[config.mk]
export PLATFORM = sky130hd
export DESIGN_NAME = sorted_insert_list
export DESIGN_NICKNAME = d
export VERILOG_FILES = /design/src/rtl/core/sil_pkg.sv /design/src/rtl/core/sil_store.sv /design/src/rtl/core/sorted_insert_list.sv
export SDC_FILE = /design/constraint.sdc
export NUM_CORES = 2
export LEC_CHECK = 0
export BUFFER_PORTS_ARGS = -buffer_cell sky130_fd_sc_hd__clkbuf_2
export CORE_ASPECT_RATIO = 2
export CORE_MARGIN = 5
export CORE_UTILIZATION = 65
export CTS_CLUSTER_DIAMETER = 120
export DETAILED_ROUTE_END_ITERATION = 8
export PLACE_DENSITY_LB_ADDON = 0.15
export SLEW_MARGIN = 25
export SYNTH_ARGS = -nofsm -noshare
export SYNTH_HDL_FRONTEND = slang
export SYNTH_HIERARCHICAL = 1
export SYNTH_SLANG_ARGS = --single-unit
[constraint.sdc]
create_clock -name clk -period 8.2 [get_ports clk]
set_clock_uncertainty 0.2 [all_clocks]
set_input_delay 0 -clock clk [delete_from_list [all_inputs] [get_ports clk]]
set_output_delay 0 -clock clk [all_outputs]
set_load 0.01 [all_outputs]
[src/rtl/core/sil_pkg.sv]
// Package for the sorted insert list: item types, op and status codes,
// default depth. No dependencies.
package sil_pkg;

  localparam int DEPTH_DEF = 64;
  localparam int DATA_W    = 32;
  localparam int POS_W     = 6;
  localparam int CNT_W     = 7;

  localparam logic [1:0] OP_INSERT = 2'd0;
  localparam logic [1:0] OP_REMOVE = 2'd1;
  localparam logic [1:0] OP_DUMP   = 2'd2;
  localparam logic [1:0] OP_UNUSED = 2'd3;

  localparam logic [1:0] ST_OK   = 2'd0;
  localparam logic [1:0] ST_FULL = 2'd1;
  localparam logic [1:0] ST_NONE = 2'd2;

  typedef struct packed {
    logic [1:0]              op;
    logic signed [DATA_W-1:0] value;
    logic [POS_W-1:0]        position;
  } in_item_t;

  typedef struct packed {
    logic signed [DATA_W-1:0] data;
    logic                    last;
    logic [1:0]              status;
    logic [CNT_W-1:0]        count;
  } out_item_t;

endpackage

[src/rtl/core/sil_store.sv]
// Entry store for the sorted insert list: one write port, one read port,
// registered read data. Depends on sil_pkg.
module sil_store #(
  parameter int DEPTH = sil_pkg::DEPTH_DEF,
  parameter int AW    = $clog2(DEPTH)
) (
  input  logic                      clk,
  input  logic                      we,
  input  logic [AW-1:0]             waddr,
  input  logic [sil_pkg::DATA_W-1:0] wdata,
  input  logic [AW-1:0]             raddr,
  output logic [sil_pkg::DATA_W-1:0] rdata
);
  import sil_pkg::*;

  logic [DATA_W-1:0] mem [DEPTH];
  logic [DATA_W-1:0] rdata_r;

  always_ff @(posedge clk) begin
    if (we) begin
      mem[waddr] <= wdata;
    end
    rdata_r <= mem[raddr];
  end

  assign rdata = rdata_r;

endmodule

[src/rtl/core/sorted_insert_list.sv]
// Sorted insert list: keeps up to DEPTH signed 32-bit values in ascending
// order in a single-port-read store walked by one compare unit. Depends on
// sil_pkg and sil_store.
//
// User notes: an item is taken when start is high and busy is low; busy
// stays high until the item's work is done. Results appear on out_item for
// one cycle with out_valid high and cannot be held off. Every store access
// is a read with a registered result followed by a compare, a write or an
// output. An insert walks down from the top entry, moving up one place
// each stored entry greater than or equal to the value; a remove at
// position p moves each entry above p down one place; a dump gives one
// result per stored entry, in ascending order. Rejected items, inserts
// into an empty list and unused op codes never raise busy.
module sorted_insert_list #(
  parameter int DEPTH = sil_pkg::DEPTH_DEF
) (
  input  logic               clk,
  input  logic               rst_n,
  input  logic               start,
  output logic               busy,
  input  sil_pkg::in_item_t  in_item,
  output logic               out_valid,
  output sil_pkg::out_item_t out_item
);
  import sil_pkg::*;

  localparam int AW = (DEPTH > 1) ? $clog2(DEPTH) : 1;
  localparam int CW = $clog2(DEPTH + 1);

  localparam logic [2:0] S_IDLE    = 3'd0;
  localparam logic [2:0] S_INS_RD  = 3'd1;
  localparam logic [2:0] S_INS_CMP = 3'd2;
  localparam logic [2:0] S_INS_FIN = 3'd3;
  localparam logic [2:0] S_REM_RD  = 3'd4;
  localparam logic [2:0] S_REM_GET = 3'd5;
  localparam logic [2:0] S_SH_RD   = 3'd6;
  localparam logic [2:0] S_SH_WR   = 3'd7;
  localparam logic [2:0] S_DMP_RD  = 3'd1;

  logic [2:0]        state_r, state_nxt;
  logic              dump_r, dump_nxt;
  logic [CW-1:0]     count_r, count_nxt;
  logic [AW-1:0]     idx_r, idx_nxt;
  logic [DATA_W-1:0] value_r, value_nxt;
  logic [DATA_W-1:0] held_r, held_nxt;
  logic              out_valid_r, out_valid_nxt;
  out_item_t         out_r, out_nxt;

  logic              we;
  logic [AW-1:0]     waddr, raddr;
  logic [DATA_W-1:0] wdata, rdata;
  logic              ge;
  logic [CW-1:0]     idx_ext;

  sil_store #(.DEPTH(DEPTH), .AW(AW)) u_store (
    .clk   (clk),
    .we    (we),
    .waddr (waddr),
    .wdata (wdata),
    .raddr (raddr),
    .rdata (rdata)
  );

  // compare unit, used by inserts
  assign ge      = $signed(rdata) >= $signed(value_r);
  assign idx_ext = CW'(idx_r);

  always_comb begin
    state_nxt     = state_r;
    dump_nxt      = dump_r;
    count_nxt     = count_r;
    idx_nxt       = idx_r;
    value_nxt     = value_r;
    held_nxt      = held_r;
    out_valid_nxt = 1'b0;
    out_nxt       = out_r;
    we            = 1'b0;
    waddr         = idx_r;
    wdata         = value_r;
    raddr         = idx_r;

    case (state_r)
      S_IDLE: begin
        dump_nxt = 1'b0;
        if (start) begin
          value_nxt = in_item.value;
          case (in_item.op)
            OP_INSERT: begin
              if (count_r >= CW'(DEPTH)) begin
                out_valid_nxt = 1'b1;
                out_nxt = '{data: in_item.value, last: 1'b1, status: ST_FULL,
                            count: CNT_W'(count_r)};
              end else if (count_r == '0) begin
                we        = 1'b1;
                waddr     = '0;
                wdata     = in_item.value;
                count_nxt = CW'(1);
                out_valid_nxt = 1'b1;
                out_nxt = '{data: in_item.value, last: 1'b1, status: ST_OK,
                            count: CNT_W'(1)};
              end else begin
                idx_nxt   = AW'(count_r - CW'(1));
                state_nxt = S_INS_RD;
              end
            end
            OP_REMOVE: begin
              if (CNT_W'(in_item.position) >= CNT_W'(count_r)) begin
                out_valid_nxt = 1'b1;
                out_nxt = '{data: '0, last: 1'b1, status: ST_NONE,
                            count: CNT_W'(count_r)};
              end else begin
                idx_nxt   = AW'(in_item.position);
                state_nxt = S_REM_RD;
              end
            end
            OP_DUMP: begin
              if (count_r == '0) begin
                out_valid_nxt = 1'b1;
                out_nxt = '{data: '0, last: 1'b1, status: ST_NONE,
                            count: '0};
              end else begin
                idx_nxt   = '0;
                dump_nxt  = 1'b1;
                state_nxt = S_DMP_RD;
              end
            end
            default: begin
            end
          endcase
        end
      end
      S_INS_RD: begin
        if (dump_r) begin
          state_nxt = S_INS_CMP;
        end else begin
          state_nxt = S_INS_CMP;
        end
      end
      S_INS_CMP: begin
        if (dump_r) begin
          out_valid_nxt = 1'b1;
          out_nxt = '{data: rdata, last: (idx_ext + CW'(1) == count_r),
                      status: ST_OK, count: CNT_W'(count_r)};
          if (idx_ext + CW'(1) == count_r) begin
            state_nxt = S_IDLE;
          end else begin
            idx_nxt   = idx_r + AW'(1);
            state_nxt = S_INS_RD;
          end
        end else if (ge) begin
          we    = 1'b1;
          waddr = idx_r + AW'(1);
          wdata = rdata;
          if (idx_r == '0) begin
            state_nxt = S_INS_FIN;
          end else begin
            idx_nxt   = idx_r - AW'(1);
            state_nxt = S_INS_RD;
          end
        end else begin
          we        = 1'b1;
          waddr     = idx_r + AW'(1);
          wdata     = value_r;
          count_nxt = count_r + CW'(1);
          out_valid_nxt = 1'b1;
          out_nxt = '{data: value_r, last: 1'b1, status: ST_OK,
                      count: CNT_W'(count_r + CW'(1))};
          state_nxt = S_IDLE;
        end
      end
      S_INS_FIN: begin
        we        = 1'b1;
        waddr     = '0;
        wdata     = value_r;
        count_nxt = count_r + CW'(1);
        out_valid_nxt = 1'b1;
        out_nxt = '{data: value_r, last: 1'b1, status: ST_OK,
                    count: CNT_W'(count_r + CW'(1))};
        state_nxt = S_IDLE;
      end
      S_REM_RD: begin
        state_nxt = S_REM_GET;
      end
      S_REM_GET: begin
        held_nxt = rdata;
        if (idx_ext + CW'(1) == count_r) begin
          count_nxt = count_r - CW'(1);
          out_valid_nxt = 1'b1;
          out_nxt = '{data: rdata, last: 1'b1, status: ST_OK,
                      count: CNT_W'(count_r - CW'(1))};
          state_nxt = S_IDLE;
        end else begin
          state_nxt = S_SH_RD;
        end
      end
      S_SH_RD: begin
        raddr     = idx_r + AW'(1);
        state_nxt = S_SH_WR;
      end
      S_SH_WR: begin
        we    = 1'b1;
        waddr = idx_r;
        wdata = rdata;
        if (idx_ext + CW'(2) == count_r) begin
          count_nxt = count_r - CW'(1);
          out_valid_nxt = 1'b1;
          out_nxt = '{data: held_r, last: 1'b1, status: ST_OK,
                      count: CNT_W'(count_r - CW'(1))};
          state_nxt = S_IDLE;
        end else begin
          idx_nxt   = idx_r + AW'(1);
          state_nxt = S_SH_RD;
        end
      end
      default: begin
        state_nxt = S_IDLE;
      end
    endcase
  end

  always_ff @(posedge clk) begin
    if (!rst_n) begin
      state_r     <= S_IDLE;
      dump_r      <= 1'b0;
      count_r     <= '0;
      out_valid_r <= 1'b0;
    end else begin
      state_r     <= state_nxt;
      dump_r      <= dump_nxt;
      count_r     <= count_nxt;
      out_valid_r <= out_valid_nxt;
    end
  end

  always_ff @(posedge clk) begin
    idx_r   <= idx_nxt;
    value_r <= value_nxt;
    held_r  <= held_nxt;
    out_r   <= out_nxt;
  end

  assign busy      = (state_r != S_IDLE);
  assign out_valid = out_valid_r;
  assign out_item  = out_r;

endmodule

======== After elaboration in Yosys (flattened, before gate mapping) ========
Memory sizes are Yosys's and may differ from the RTL's. A register that Yosys moved wholly into a read port is not among the register bits.
Cells that the tools add are included.
word-level totals
  memories ................................ 1
  register bits after elaboration ......... 124
  output and inout port bits .............. 44
  memory bits (writable) .................. 2048
  logic and storage cells ................. 144
memory list
  memory       depth  width  read ports  clocked after Yosys merged registers in  wr ports  line             source
  u_store.mem  64     32     1           1                                        1         sil_store.sv:16  logic [DATA_W-1:0] mem [DEPTH];
cells by class
  reductions and logical operators ........ 13
  eq/ne operators ......................... 32
  $lt $le $gt $ge ......................... 3
  add/subtract/negate cells ............... 6
  mux-type cells .......................... 78
operator list
  kind                                         count
  two-way mux 42 bit                           9
  case mux 42 bit (5 select lines)             1
  two-way mux 32 bit                           6
  case mux 42 bit (3 select lines)             1
  two-way mux 6 bit                            16
  case mux 32 bit (3 select lines)             1
  two-way mux 7 bit                            8
  case mux 6 bit (3 select lines)              3
  case mux 7 bit (5 select lines)              1
  >= comparator 32 bit                         1
  != test 3 bit, second input constant         10
  two-way mux 3 bit                            8
  case mux 3 bit (8 select lines)              1
  two-way mux 1 bit                            18
  AND reduction 9 bit                          2
  != test 2 bit, second input constant         8
  equality test 7 bit                          2
  equality test 3 bit, second input constant   4
  AND reduction 11 bit                         1
  case mux 3 bit (3 select lines)              1
  adder 6 x 1 -> 7 bit, second input constant  1
  adder 6 x 2 -> 7 bit, second input constant  1
  adder 7 x 1 -> 7 bit, second input constant  1
  >= comparator 6 x 7 -> 1 bit                 1
  23 further kinds                             26

======== Longest topological paths before layout ========
  depth after elaboration ................. 8
  gate-level depth with buffers ........... 15
  gate-level depth less buffers ........... 12

======== By module ========
Netlist, hierarchy kept.
by module, submodules not included
  module              cells each  area each (µm²)  instances  sequential area each (µm²)
  sil_store           3511        79039.6          1          62139.6
  sorted_insert_list  846         8147.8           1          3603.5

======== Least setup slack after synthesis ========
No wires, ideal clock.
  kind .................................... flip-flop to flip-flop
  start point ............................. register state_r[2]
  end point ............................... memory u_store.mem[27][0] (enable)
  cell stages (with the launch flop) ...... 13
  data required time ...................... 7.579 ns
  arrival time ............................ 4.604 ns
  slack ................................... 2.974 ns
  cell sequence ........................... dfxtp_1 clkbuf_1 nor3_1 and2_1 clkbuf_1 and3_1 buf_2 or3b_2 clkbuf_1 inv_1 or2_2 clkbuf_1 nor2_1
between the ends
  word-level cells in the longest chain between the ends .. 5
  elaborated cells on any way between the ends .. 9
ends and longest elaborated chain
  item                                                                 line                       source
  start, declared                                                      sorted_insert_list.sv:40   logic [2:0] state_r, state_nxt;
  start signal, assigned                                               sorted_insert_list.sv:228  state_r <= state_nxt;
  equality test 3 bit or equality test 3 x 2 -> 1 bit (tied branches)  sorted_insert_list.sv:82   case (state_r)
  OR reduction 2 bit (no source line)                                  n/a
  case mux 1 bit (3 select lines) *                                    sorted_insert_list.sv:82
  via we                                                               sorted_insert_list.sv:49   logic we;
  two-way mux 1 bit *                                                  sil_store.sv:20            if (we) begin
  two-way mux 1 bit (not written as such) *                            sil_store.sv:21            mem[waddr] <= wdata;
  end, declared                                                        sil_store.sv:16
Mark *: on every way through the listed nets, which the timed path passes. The rest lies on a longest branch.

======== Final worst setup path ========
  start point ............................. register state_r[1]
  end point ............................... memory u_store.mem[27][26] (enable)
between the ends
  elaborated cells on any way between the ends .. 9
RTL lines
  item                                                               line                      source
  equality test 3 x 2 -> 1 bit or logical NOT 3 bit (tied branches)  sorted_insert_list.sv:82
  case mux 6 bit (3 select lines) *                                  sorted_insert_list.sv:82
  via waddr[3]                                                       sorted_insert_list.sv:50  logic [AW-1:0] waddr, raddr;
Marked as above.

==> reports/results.ini <==
[status]
status = complete, no violations

[clock_network]
clk_pin_slew_ns = 0.07
postCtsSetupBuffers = 0
cts_max_level = 4
clk_path_buf_depth = 4
root_buffer = clkbuf_16
clk_latency_ns = 0.82
cts_tree = yes
cts_buffers = 184
clock-sinks = 2204

[routing]
wl_met2_um = 120000
drc_errors = 0
via_count = 46100
routedWlPerCell_um = 36.1
drt-met1-wl_um = 75500
dr.pass1.iters = 8
post_drt_via_cell_ratio = 7.14
route.met3.wl_um = 21100
highest_layer = met5
dr.first_iter.drc_count = 6894
wirelength_um = 233000
ant_nets = 0

[synth]
synth_ff_type = edfxtp_1
yosysWarnings = 6
avgSynthCellArea_um2 = 20.0
async_reset_ff_frac = 0
syn-num-nets = 4453
ys_types = 80
synth-seq-area-share = 0.754
synth-edff-count = 2160
synth.area.top_cells = edfxtp_1, mux4_2, mux2i_1
synth_seq_cells = 2204
synth_top_area_share = 0.744
synthesis.area_um2 = 87200
syn_inst = 4357
yosys.area.top_type = edfxtp_1

[critical_path]
cp.required_ns = 8.49
r2r-start = state_r[1]$_SDFFE_PN0P_
cp_slowest_stage_delay_ns = 1.11
arrival_ns = 6.23
critPathMaxFanout = 19
end_kind = register
slowest_stage = nor2_4
path_class = reg -> reg
critPathLaunchType = register
startpoint = state_r[1]$_SDFFE_PN0P_
path_cells = nor3b_1, nand2_1, o31ai_1, nand3b_1, nor2_4, buf_4

[sta]
finalSetupTns_ns = 0
min_period_ns = 5.94
finalCritPeriodShare = 0.724
final-hold-violation-count = 0
slew_headroom = 0.256
timing.hold.ws_ns = 0.0468
max_freq_mhz = 168
finalSetupViolations = 0
slew_viol_final = 0
worst_pin_slew_ns = 1.11
rsz0062_at_grt = no

[global_routing]
antenna_found_initial = 12
grt_max_degree = 115
track_usage = 0.331
grt_pass1_wl_um = 334000
gr-total-overflow = 0
grt_pass1_vias = 47100

[pwr]
p_clk_frac = 0.294
peakVddDrop_v = 0.000243
combPwrFrac = 0.231
p_per_area_nw_per_um2 = 312
power_mw = 30.3
power.leakage_nw = 31.1
netSwitchingFraction = 0.298
p_switching_mw = 9.03
intPower_mw = 21.3
pwr-share-seq = 0.475

[run]
drv_cap = 0

[worst_hold_path]
holdCritStartpoint = rst_n
hold_class = in -> reg

[floorplan]
io_pins = 87
core-area_um2 = 134000
fp.dieW_um = 269
num_rows = 190
initial_utilization = 0.653
die_area_um2 = 142000
fp.dieH_um = 528

[cells_and_area]
areaGrowthSynthToFinish_pct = 11.5
nets = 4677
drive_gt1_frac = 0.229

[placed_design]
gp_congestion = 0.983
post-dp-hpwl_um = 137000
portBuffers = 86

-- layout by cell type (no fill, tap or decap), drive strengths merged, types with 23 or more instances in the layout --
cell type    instances
edfxtp            2160
mux4               446
clkbuf             312
mux2i              193
buf                138
a22oi              131
a21oi              130
nor2               127
nand2              115
dlygate4sd3         82
clkinv              72
nand3               64
o21ai               63
inv                 57
nor3                53
ha                  53
o22ai               50
dfxtp               44
a221oi              42
a221o               33
a31oi               31
a211oi              25
bufinv              24
o221ai              23
-- stage by stage --
step | instances | setup WS, ns | util | instance area (um^2)
after floorplan | 4357 | 2.97 | - | 87200
after global placement | 6037 | 2.53 | 0.674 | 90000
after global routing | 6455 | 2.08 | 0.728 | 97200
after CTS | 6452 | 2.41 | 0.727 | 97100
after detailed placement | 6040 | 2.39 | 0.675 | 90200
final | 6457 | 2.26 | 0.728 | 97200
-- registers in the layout, summed over array words and instances, names as in the netlist --
register       flops
dump_r             1
value_r           32
idx_r              6
out_valid          1
out_item          42
count_r            7
u_store/rdata     32
state_r            3
u_store/mem     2048
held_r            32
-- power groups by stage --
stage               clock, mW  combinational (mW)  sequential [mW]
finish                   8.92                7.01             14.4
global route             9.46                7.34             14.4
CTS                      9.00                6.85             14.4
detailed placement          0                6.77             14.6
global placement            0                6.61             14.6
floorplan                   0                4.29             14.5
-- critical path, delay by kind of cell, from the launching register on --
family | cells | cell delay, ns
buffers and inverters | 1 | 0.43
AND/OR/NAND/NOR | 4 | 3.22
flip-flops | 1 | 0.77
AO/OA/AOI/OAI | 1 | 0.98
-- Yosys cell counts, types with 53 or more instances --
library cell	count
a21oi_1	129
a22oi_1	131
buf_2	64
clkbuf_1	121
edfxtp_1	2160
ha_1	53
inv_1	55
mux2i_1	193
mux4_2	446
nand2_1	115
nand3_1	64
nor2_1	127
nor3_1	53
o21ai_0	61
-- logic make-up (layout without fill, tap and decap cells) --
kind of cell,after synthesis,after routing,synth area share
AND/OR/NAND/NOR,473,473,0.0260
XOR/XNOR,25,25,0.00251
AO/OA/AOI/OAI,634,634,0.0513
other,0,4,0
adder cells (fa/ha/maj),53,53,0.00761
multiplexers,641,641,0.138
buffers and inverters,327,695,0.0208
flip-flops,2204,2204,0.754
-- cell type report --
class / instances / area [um^2]
antenna: 4 / 10.0
clock buffer: 225 / 4880
clock inverter: 105 / 1160
fill: 7629 / 36400
inverter: 58 / 218
multi-input combinational: 1826 / 20500
sequential: 2204 / 65700
tap: 1728 / 2160
timing repair buffer: 307 / 2490
-- path summary, 6_finish.rpt --
check | end | slack, ns | cells after the start
setup / recovery | u_store/mem[27][26]$_DFFE_PP_ | 2.26 | 6
hold reg to reg | held_r[7]$_DFFE_PP_ | 0.33 | 0
setup reg to reg | u_store/mem[27][26]$_DFFE_PP_ | 2.26 | 6
hold / removal | state_r[2]$_SDFFE_PN0P_ | 0.05 | 3
-- routing by layer --
layer / vias to the layer above / global-route usage
li1: 18600 / -
met4: 10 / 0.182
met5: - / 0
met2: 2866 / 0.556
met3: 702 / 0.0626
met1: 23900 / 0.409
-- repair_timing --
action	4_1_cts	5_1_grt
hold buffers	82	0
endpoints found under the hold margin	470	0
endpoints found under the setup margin	0	0
gates resized for setup	0	0
Note: power is estimated with default switching activity, not from simulation.
